`src/hw/rtl/assert_macros.svh`:
```
// Assertion macros used by the top level of the reply address selector.
// No dependencies; the macros compile to nothing when SYNTHESIS is defined.
`ifndef ASSERT_MACROS_SVH
`define ASSERT_MACROS_SVH

`ifndef SYNTHESIS

// A property that must hold at every rising edge outside reset.
`define ASSERT_ALWAYS(label, clk, rst_n, prop, msg) \
    label: assert property (@(posedge clk) disable iff (!rst_n) (prop)) else $error(msg);

// When the antecedent holds, the consequent must hold in the same cycle.
`define ASSERT_IMPL(label, clk, rst_n, ante, cons, msg) \
    label: assert property (@(posedge clk) disable iff (!rst_n) (ante) |-> (cons)) \
        else $error(msg);

// When the antecedent holds, the consequent must hold in the next cycle.
`define ASSERT_NEXT(label, clk, rst_n, ante, cons, msg) \
    label: assert property (@(posedge clk) disable iff (!rst_n) (ante) |=> (cons)) \
        else $error(msg);

`else

`define ASSERT_ALWAYS(label, clk, rst_n, prop, msg)
`define ASSERT_IMPL(label, clk, rst_n, ante, cons, msg)
`define ASSERT_NEXT(label, clk, rst_n, ante, cons, msg)

`endif

`endif

```
`src/hw/rtl/iras_pkg.sv`:
```
// Shared types, constants and helper functions of the reply address selector.
// No dependencies; imported by the cells, the classifier and the top level.
package iras_pkg;

    localparam int MAX_OWN = 8;
    localparam int CNT_W   = $clog2(MAX_OWN + 1);
    localparam int RUN_W   = 3;
    localparam int TDATA_W = 40;

    localparam logic [31:0] LOOPBACK_REPLY = 32'h7F00_0001;

    typedef enum logic [1:0] {
        OP_CLEAR = 2'd0,
        OP_ADD   = 2'd1,
        OP_QUERY = 2'd2
    } opcode_t;

    typedef enum logic [2:0] {
        CLS_MINE = 3'd0,
        CLS_LOOP = 3'd1,
        CLS_LINK = 3'd2,
        CLS_LAN  = 3'd3,
        CLS_WAN  = 3'd4
    } addr_class_t;

    typedef enum logic {
        REG_EXT_ADDR = 1'b0,
        REG_EXT_MASK = 1'b1
    } reg_index_t;

    // One item travelling down the chain, with the partial results gathered so far.
    typedef struct packed {
        logic             valid;
        logic             is_add;
        logic [31:0]      addr;
        logic [3:0]       mask;
        logic [CNT_W-1:0] cnt;
        logic             mine;
        logic [RUN_W-1:0] best_run;
        logic [31:0]      best_val;
    } stage_t;

    // Octet-wise compare; a wildcard octet on either side always matches.
    function automatic logic addr_match(input logic [31:0] a, input logic [3:0] am,
                                        input logic [31:0] b, input logic [3:0] bm);
        logic ok;
        ok = 1'b1;
        for (int i = 0; i < 4; i++) begin
            if (!am[3-i] && !bm[3-i] && (a[31-8*i -: 8] != b[31-8*i -: 8])) begin
                ok = 1'b0;
            end
        end
        return ok;
    endfunction

endpackage

```
`src/hw/rtl/iras_cell.sv`:
```
// One cell of the own-address chain: holds a single table entry and updates
// the passing item. Depends on iras_pkg.
module iras_cell (
    input  logic                  aclk,
    input  logic                  aresetn,
    input  logic                  advance,
    input  logic [iras_pkg::CNT_W-1:0] cell_index,
    input  iras_pkg::stage_t      stage_in,
    output iras_pkg::stage_t      stage_out
);
    import iras_pkg::*;

    logic [31:0] entry_reg;
    stage_t      stage_reg;
    stage_t      stage_next;
    logic [RUN_W-1:0] run;

    // Number of leading octets equal to the query; a wildcard octet ends the run.
    function automatic logic [RUN_W-1:0] lead_run(input logic [31:0] e,
                                                  input logic [31:0] a,
                                                  input logic [3:0] m);
        logic [RUN_W-1:0] r;
        logic             go;
        r  = '0;
        go = 1'b1;
        for (int j = 0; j < 4; j++) begin
            if (go && !m[3-j] && (e[31-8*j -: 8] == a[31-8*j -: 8])) begin
                r = r + RUN_W'(1);
            end else begin
                go = 1'b0;
            end
        end
        return r;
    endfunction

    assign run = lead_run(entry_reg, stage_in.addr, stage_in.mask);

    always_comb begin
        stage_next = stage_in;
        if (stage_in.valid && !stage_in.is_add && (stage_in.cnt > cell_index)) begin
            if (addr_match(entry_reg, 4'b0000, stage_in.addr, stage_in.mask)) begin
                stage_next.mine = 1'b1;
            end
            // Later entries win ties, hence the greater-or-equal.
            if (run >= stage_in.best_run) begin
                stage_next.best_run = run;
                stage_next.best_val = entry_reg;
            end
        end
    end

    always_ff @(posedge aclk) begin
        if (!aresetn) begin
            stage_reg.valid <= 1'b0;
        end else if (advance) begin
            stage_reg <= stage_next;
        end
    end

    always_ff @(posedge aclk) begin
        if (advance && stage_in.valid && stage_in.is_add && (stage_in.cnt == cell_index)) begin
            entry_reg <= stage_in.addr;
        end
    end

    assign stage_out = stage_reg;

endmodule

```
`src/hw/rtl/iras_classify.sv`:
```
// Final classification and reply selection for an item leaving the chain.
// Depends on iras_pkg; purely combinational, registered by the top level.
module iras_classify (
    input  iras_pkg::stage_t      stage_in,
    input  logic [31:0]           ext_addr,
    input  logic [3:0]            ext_mask,
    output iras_pkg::addr_class_t cls,
    output logic [31:0]           reply_addr,
    output logic [3:0]            reply_mask
);
    import iras_pkg::*;

    localparam logic [31:0] NET_LOOP  = 32'h7F00_0000;
    localparam logic [31:0] NET_LINK  = 32'hA9FE_0000;
    localparam logic [31:0] NET_TEN   = 32'h0A00_0000;
    localparam logic [31:0] NET_C192  = 32'hC0A8_0000;
    localparam logic [7:0]  OCT_172   = 8'd172;
    localparam logic [3:0]  NIB_172   = 4'h1;

    logic        is_mine;
    logic        is_loop;
    logic        is_link;
    logic        is_lan;
    logic        in_172;
    logic [31:0] ext_zeroed;

    function automatic logic [31:0] zero_wild(input logic [31:0] a, input logic [3:0] m);
        logic [31:0] r;
        r = a;
        for (int i = 0; i < 4; i++) begin
            if (m[3-i]) begin
                r[31-8*i -: 8] = 8'h00;
            end
        end
        return r;
    endfunction

    // 172.16/16 to 172.31/16: second octet has upper nibble one, or is a wildcard.
    assign in_172 = (stage_in.mask[3] || (stage_in.addr[31:24] == OCT_172)) &&
                    (stage_in.mask[2] || (stage_in.addr[23:20] == NIB_172));

    assign is_mine = stage_in.mine ||
                     addr_match(ext_addr, ext_mask, stage_in.addr, stage_in.mask);
    assign is_loop = addr_match(NET_LOOP, 4'h7, stage_in.addr, stage_in.mask);
    assign is_link = addr_match(NET_LINK, 4'h3, stage_in.addr, stage_in.mask);
    assign is_lan  = addr_match(NET_TEN, 4'h7, stage_in.addr, stage_in.mask) ||
                     addr_match(NET_C192, 4'h3, stage_in.addr, stage_in.mask) || in_172;

    assign ext_zeroed = zero_wild(ext_addr, ext_mask);

    always_comb begin
        reply_addr = ext_zeroed;
        reply_mask = ext_mask;
        if (is_mine) begin
            cls        = CLS_MINE;
            reply_addr = LOOPBACK_REPLY;
            reply_mask = 4'b0000;
        end else if (is_loop) begin
            cls = CLS_LOOP;
        end else if (is_link) begin
            cls = CLS_LINK;
        end else if (is_lan) begin
            cls = CLS_LAN;
            if (stage_in.best_run != '0) begin
                reply_addr = stage_in.best_val;
                reply_mask = 4'b0000;
            end
        end else begin
            cls = CLS_WAN;
        end
    end

endmodule

```
`src/hw/rtl/ipv4_reply_address_selector_top.sv`:
```
// Top level of the IPv4 reply address selector: input handling, the chain of
// table cells, the classifier and the output register. Depends on iras_pkg,
// iras_cell, iras_classify and assert_macros.svh.
//
// The block keeps up to MAX_OWN own IPv4 addresses, one in each cell of a
// chain, and answers every query transfer with an address class and a reply
// address. It takes one transfer per cycle whenever the output register is
// free or being emptied. A query passes through the chain, which has one cell
// per table entry and moves each item one cell per cycle unless it is held,
// and from the last cell into the output register. Clear and add
// transfers, and transfers with the unused opcode, give no result. An add
// that arrives while the table is full is dropped. The table count is kept
// at the entry of the chain, so each item carries the count it saw and every
// later item observes the effect of earlier ones in order. The external
// address registers must only be written while the block is idle.
`include "assert_macros.svh"

module ipv4_reply_address_selector_top (
    input  logic                          aclk,
    input  logic                          aresetn,

    // Input stream.
    input  logic                          s_tvalid,
    output logic                          s_tready,
    input  logic [iras_pkg::TDATA_W-1:0]  s_tdata,   // [31:0] address, [35:32] wild_mask
    input  logic [1:0]                    s_tuser,   // [1:0] opcode

    // Result stream.
    output logic                          m_tvalid,
    input  logic                          m_tready,
    output logic [iras_pkg::TDATA_W-1:0]  m_tdata,   // [31:0] reply_address,
                                                     // [35:32] reply_wild_mask
    output logic [2:0]                    m_tuser,   // [2:0] address_class

    // Configuration write port.
    input  logic                          cfg_wr_en,
    input  logic                          cfg_wr_index,
    input  logic [31:0]                   cfg_wr_data
);
    import iras_pkg::*;

    // Configuration registers.
    logic [31:0] ext_addr_reg;
    logic [3:0]  ext_mask_reg;

    // Number of valid table entries.
    logic [CNT_W-1:0] own_count_reg;
    logic [CNT_W-1:0] own_count_next;

    // Output register.
    logic             m_valid_reg;
    addr_class_t      cls_reg;
    logic [31:0]      reply_addr_reg;
    logic [3:0]       reply_mask_reg;

    // The whole chain moves together; it only holds when a result waits unread.
    logic             advance;
    logic             accept;
    opcode_t          opcode;
    logic             table_full;
    stage_t           chain [0:MAX_OWN];

    addr_class_t      cls;
    logic [31:0]      reply_addr;
    logic [3:0]       reply_mask;

    assign advance    = !m_valid_reg || m_tready;
    assign s_tready   = advance;
    assign accept     = s_tvalid && s_tready;
    assign opcode     = opcode_t'(s_tuser);
    assign table_full = (own_count_reg == CNT_W'(MAX_OWN));

    // Build the item that enters the first cell. An add carries its target
    // index in the count field; a query carries the number of valid entries.
    always_comb begin
        chain[0]          = '0;
        chain[0].addr     = s_tdata[31:0];
        chain[0].mask     = s_tdata[35:32];
        chain[0].cnt      = own_count_reg;
        own_count_next    = own_count_reg;
        case (opcode)
            OP_CLEAR: begin
                own_count_next = '0;
            end
            OP_ADD: begin
                chain[0].is_add = 1'b1;
                if (!table_full) begin
                    chain[0].valid = accept;
                    own_count_next = own_count_reg + CNT_W'(1);
                end
            end
            OP_QUERY: begin
                chain[0].valid = accept;
            end
            default: begin
                own_count_next = own_count_reg;
            end
        endcase
    end

    always_ff @(posedge aclk) begin
        if (!aresetn) begin
            own_count_reg <= '0;
        end else if (accept) begin
            own_count_reg <= own_count_next;
        end
    end

    always_ff @(posedge aclk) begin
        if (!aresetn) begin
            ext_addr_reg <= '0;
            ext_mask_reg <= 4'hF;
        end else if (cfg_wr_en) begin
            case (reg_index_t'(cfg_wr_index))
                REG_EXT_ADDR: ext_addr_reg <= cfg_wr_data;
                REG_EXT_MASK: ext_mask_reg <= cfg_wr_data[3:0];
                default:      ext_addr_reg <= ext_addr_reg;
            endcase
        end
    end

    // One cell per table entry.
    for (genvar k = 0; k < MAX_OWN; k++) begin : g_cell
        iras_cell u_cell (
            .aclk       (aclk),
            .aresetn    (aresetn),
            .advance    (advance),
            .cell_index (CNT_W'(k)),
            .stage_in   (chain[k]),
            .stage_out  (chain[k+1])
        );
    end

    iras_classify u_classify (
        .stage_in   (chain[MAX_OWN]),
        .ext_addr   (ext_addr_reg),
        .ext_mask   (ext_mask_reg),
        .cls        (cls),
        .reply_addr (reply_addr),
        .reply_mask (reply_mask)
    );

    // Only queries leave a result; adds end their journey here.
    always_ff @(posedge aclk) begin
        if (!aresetn) begin
            m_valid_reg <= 1'b0;
        end else if (advance) begin
            m_valid_reg <= chain[MAX_OWN].valid && !chain[MAX_OWN].is_add;
        end
    end

    always_ff @(posedge aclk) begin
        if (advance) begin
            cls_reg        <= cls;
            reply_addr_reg <= reply_addr;
            reply_mask_reg <= reply_mask;
        end
    end

    assign m_tvalid = m_valid_reg;
    assign m_tdata  = {{(TDATA_W - 36){1'b0}}, reply_mask_reg, reply_addr_reg};
    assign m_tuser  = cls_reg;

    // The table never holds more entries than there are cells.
    `ASSERT_ALWAYS(a_count_bound, aclk, aresetn, own_count_reg <= CNT_W'(MAX_OWN), "count overflow")

    // A clear transfer empties the table at once.
    `ASSERT_NEXT(a_clear_empties, aclk, aresetn, accept && (opcode == OP_CLEAR), own_count_reg == '0, "clear did not empty")

    // A result of class mine always answers with the loopback address.
    `ASSERT_IMPL(a_mine_reply, aclk, aresetn, m_valid_reg && (cls_reg == CLS_MINE), (reply_addr_reg == LOOPBACK_REPLY) && (reply_mask_reg == 4'b0000), "bad mine reply")

    // The chain holds whenever a result waits unread.
    `ASSERT_NEXT(a_hold_chain, aclk, aresetn, m_valid_reg && !m_tready, $stable(chain[MAX_OWN]), "chain moved under stall")

endmodule

```
`config.mk`:
```
export PLATFORM = sky130hd
export DESIGN_NAME = ipv4_reply_address_selector_top
export DESIGN_NICKNAME = d
export VERILOG_FILES = /design/src/hw/rtl/iras_pkg.sv /design/src/hw/rtl/iras_cell.sv /design/src/hw/rtl/iras_classify.sv /design/src/hw/rtl/ipv4_reply_address_selector_top.sv
export VERILOG_INCLUDE_DIRS = /design/src /design/src/hw/rtl
export SDC_FILE = /design/constraint.sdc
export NUM_CORES = 1
export LEC_CHECK = 0
export CAP_MARGIN = 5
export CORE_ASPECT_RATIO = 0.7
export CORE_MARGIN = 10
export CORE_UTILIZATION = 28
export CTS_BUF_LIST = sky130_fd_sc_hd__clkbuf_4 sky130_fd_sc_hd__clkbuf_8 sky130_fd_sc_hd__clkbuf_16
export CTS_CLUSTER_SIZE = 25
export DETAILED_ROUTE_END_ITERATION = 10
export DONT_BUFFER_PORTS = 1
export GPL_TIMING_DRIVEN = 0
export PLACE_DENSITY = 0.39
export SYNTH_ARGS = -nofsm -noshare
export SYNTH_HDL_FRONTEND = slang
export SYNTH_SLANG_ARGS = --single-unit
```
`constraint.sdc`:
```
create_clock -name aclk -period 23.9 [get_ports aclk]
set_input_delay 0 -clock aclk [delete_from_list [all_inputs] [get_ports aclk]]
set_output_delay 0 -clock aclk [all_outputs]
set_load 0.02 [all_outputs]
```
==> flow_summary.toml <==
[yosys]
avgSynthCellArea_um2 = 16.7
synth_top_family_by_area = "multiplexers"
ys_warn_count = 0
synth-simple-area-share_pct = 6.37
synth_edf_count = 907
ys_async_sr_fraction_pct = 0
synthAdderAreaFrac_pct = 1.62
synthMuxAreaShare_pct = 7.64
syn_inst = 2313
synthTopCellsByArea = "edfxtp_1 (71%), mux2_2 (6.8%), xnor2_1 (3.9%), xor2_1 (3.2%), dfxtp_1 (2.5%)"
synth-compound-area-share_pct = 2.69
synth_area_mm2 = 0.0385
synth_top_cell_area_share_pct = 70.7
ys_seq_elements = 956
seq_area_frac_synth_pct = 73.2
synth_area_leader_cell = "edfxtp_1"
synth_xor_xnor_area_share_pct = 7.09
synth_flop_cell = "edfxtp_1"
synth_cell_types = 58

[power]
p_leak_nw = 15.8
combPwrFrac_pct = 3.8
clkPwrFrac_pct = 42.0
seqPwrFrac_pct = 54.2
switching_share_pct = 21.5
internal_power_mw = 2.83
ir_drop_v = 0.0000583
power_density_mw_per_mm2 = 78.1
switchingPower_uw = 774

[floorplan]
die_y_um = 330
fp-row-count = 113
dieArea_mm2 = 0.153
start_util_pct = 28.3
design.core.area_mm2 = 0.136
fp.dieW_um = 463
boundaryPins = 125

[timing]
max_freq_ghz = 0.176
finalSetupTns_ns = 0
final_hold_viol_count = 0
min_period_ns = 5.69
slew_violations = 0
fin_crit_sh_pct = 23.8
rsz0062_at_grt = "false"
finalClockSkew_ns = 0.0428
worst_pin_slew_ns = 1.35
slew_headroom_pct = 9.29
finalSetupViolations = 0

[drt]
wl_mm = 87.9
drcViolationCount = 0
vias = 19700
routedWlPerCell_um = 19.4
dr.pass1.iters = 7
ant_nets = 0
vias_per_cell = 4.33
drtIter0Drc = 1218

[global_routing]
busiest_layer = "met2"
antenna_found_initial = 4
grt_pass1_wl_mm = 132
use_met3_pct = 2.54
grt_use_met1_pct = 16.3
grt.overflow.total = 0
grt_max_degree = 73
use_met2_pct = 17.3
grt_pass1_vias = 21100
grt.total_usage_pct = 11.3

[worst_setup_path]
critPathCaptureType = "flip-flop"
worstSetupStartpointType = "flip-flop"
crit_chain = "xor2_1 -> nor4_1 -> nand2_1 -> or3_1 -> inv_1 -> ha_1 -> nand3_1 -> xnor2_1 -> ha_1 -> inv_1 -> nor4_1 -> xnor2_1 -> nor2_1 -> ha_1 -> nor2b_1 -> o21ai_1 -> buf_2 -> mux2_2"
path_class = "flip-flop to flip-flop"
cpMostUsedCell = "ha_1"
critPathArrivalTime_ns = 6.12
crit_slowest_cell = "o21ai_1"
cpPeakStageDelay_ns = 0.66
worstPathRequired_ns = 24.33
worstPathMaxFanout = 10

[clocking]
post-cts-setup-buffer-count = 0
tritoncts = "done"
cts_root_buffer = "clkbuf_16"
clk_pin_slew_ns = 0.06
clk-insertion-delay-late_ns = 0.69
cts_buffer_depth = 3
numClockSinks = 956
cts_inserted_buffers = 97
h-tree-depth = 3

[placed_design]
place_congestion = 0.754
place_area_mm2 = 0.0414
dp.final_hpwl_mm = 64.8
io_buffers = 0

[outcome]
status = "finished, final reports clean"

[cells_and_area]
syn2layout_area_growth_pct = 19.8
fin_nets = 2741
largest_reg_flops = 620
fillCellCount = 13000
drive_above_1_share_pct = 17.9
final_cell_area_mm2 = 0.0462

[job]
maxCapViolCount = 0

[min_path]
hold_class = "input port to flip-flop"
logic make-up (layout without fill, tap and decap cells):
family | count (synthesis) | in the layout
AO/OA/AOI/OAI | 145 | 145
multiplexers | 265 | 265
other | 1 | 8
XOR/XNOR | 312 | 312
adder cells (fa/ha/maj) | 50 | 50
flip-flops | 956 | 956
buffers and inverters | 119 | 495
AND/OR/NAND/NOR | 465 | 465
worst max-delay path: cells and delay by family (launching register included):
| kind | cells | cell delay (ns) |
|---|---|---|
| AOI/OAI and AO/OA | 1 | 0.66 |
| xor gates and xnor gates | 3 | 0.53 |
| adders and majority gates | 3 | 0.63 |
| buffers and inverters | 3 | 0.66 |
| DFF | 1 | 0.43 |
| muxes | 1 | 0.40 |
| and+or+nand+nor | 7 | 2.09 |
final timing paths:
| check | slack (ns) | to | from | cells past startpoint |
|---|---|---|---|---|
| worst max-delay path | 18.21 | g_cell[2].u_cell.stage_out[18] | g_cell[1].u_cell.stage_out[65] | 18 |
| worst min-delay path | 0.02 | g_cell[0].u_cell.stage_out[35] | s_tdata[29] | 5 |
| worst max register to register | 18.21 | g_cell[2].u_cell.stage_out[18] | g_cell[1].u_cell.stage_out[65] | 18 |
| worst min register to register | 0.45 | g_cell[4].u_cell.stage_out[36] | g_cell[3].u_cell.stage_out[36] | 0 |
Yosys cell counts (all sizes together), types with 2 or more instances:
library cell  instances
a311o                 8
nor3                 24
o21bai                6
a21boi               53
or4b                  4
o22ai                 5
and4                  3
a31oi                 4
o21ai                22
xnor2               170
clkbuf               19
o31ai                 8
or2                   3
nand2b               13
nand4                39
nand3b                5
nand4b                5
nand3                18
or3                  16
nor2b                38
o211ai                2
nor4                 39
a211oi                7
xor2                142
buf                  33
edfxtp              907
dfxtp                49
a41o                  2
a21oi                18
nor2                 71
nor4b                 6
and2                 43
ha                   50
o2111ai               3
nand2               127
inv                  67
mux2                235
mux2i                30
nor3b                 9
routing by layer:
metal	up-vias	part of all wire (%)
met4	0	1.8
met2	315	44
li1	9292	-
met1	9935	49
met3	109	4.7
met5	-	0
power by group through the flow:
| stage | clock (mW) | sequential (mW) | combinational (mW) |
|---|---|---|---|
| floorplan | 0 | 2.00 | 0.0805 |
| global placement | 0 | 2.03 | 0.109 |
| detailed placement | 0 | 1.99 | 0.116 |
| CTS | 1.58 | 1.96 | 0.140 |
| global route | 1.65 | 1.96 | 0.152 |
| finish | 1.52 | 1.95 | 0.137 |
stage by stage:
stage	hold WS, ns	instances	util, %	setup slack, ns	power (mW)
after floorplan	0.0989	2316	-	6.86	2.08
after global placement	0.0994	4156	30.0	0.234	2.14
after detailed placement	0.0994	4191	30.4	18.23	2.11
after CTS	0.000516	4531	33.9	18.22	3.68
after global routing	0.0170	4533	33.9	17.85	3.76
final	0.0249	4536	33.9	18.21	3.61
layout make-up:
type                    count  area, µm²  share of cell area, %
clock buffers             121       2630                   5.68
inverters                  67        251                  0.544
clock inverters            59        544                   1.18
plain buffers              52        274                  0.593
flip-flops and latches    956      28200                   61.1
multi-input cells        1241       9870                   21.4
repair buffers            196       2100                   4.54
diodes                      4       10.0                 0.0217
well taps                1840       2300                   4.98
timing repair:
item / in CTS / in global routing
hold buffers: 160 / 0
hold endpoints to repair: 141 / 0
resized for setup: 0 / 0
setup endpoints to repair: 0 / 0
placed cells by master, fill, tap and decap left out, types with 20 or more instances in the layout:
master	n
clkinv_1	20
xor2_1	142
clkinv_2	21
mux2_2	233
clkbuf_4	23
nor3_1	22
and2_1	42
xnor2_1	170
dlygate4sd3_1	160
inv_1	67
nor2b_1	38
nand4_1	39
nor2_1	70
clkbuf_16	98
buf_4	25
a21boi_0	53
nor4_1	35
dfxtp_1	49
ha_1	50
edfxtp_1	907
nand2_1	127
buf_2	22
mux2i_1	30
Note: power is estimated with default switching activity, not from simulation.
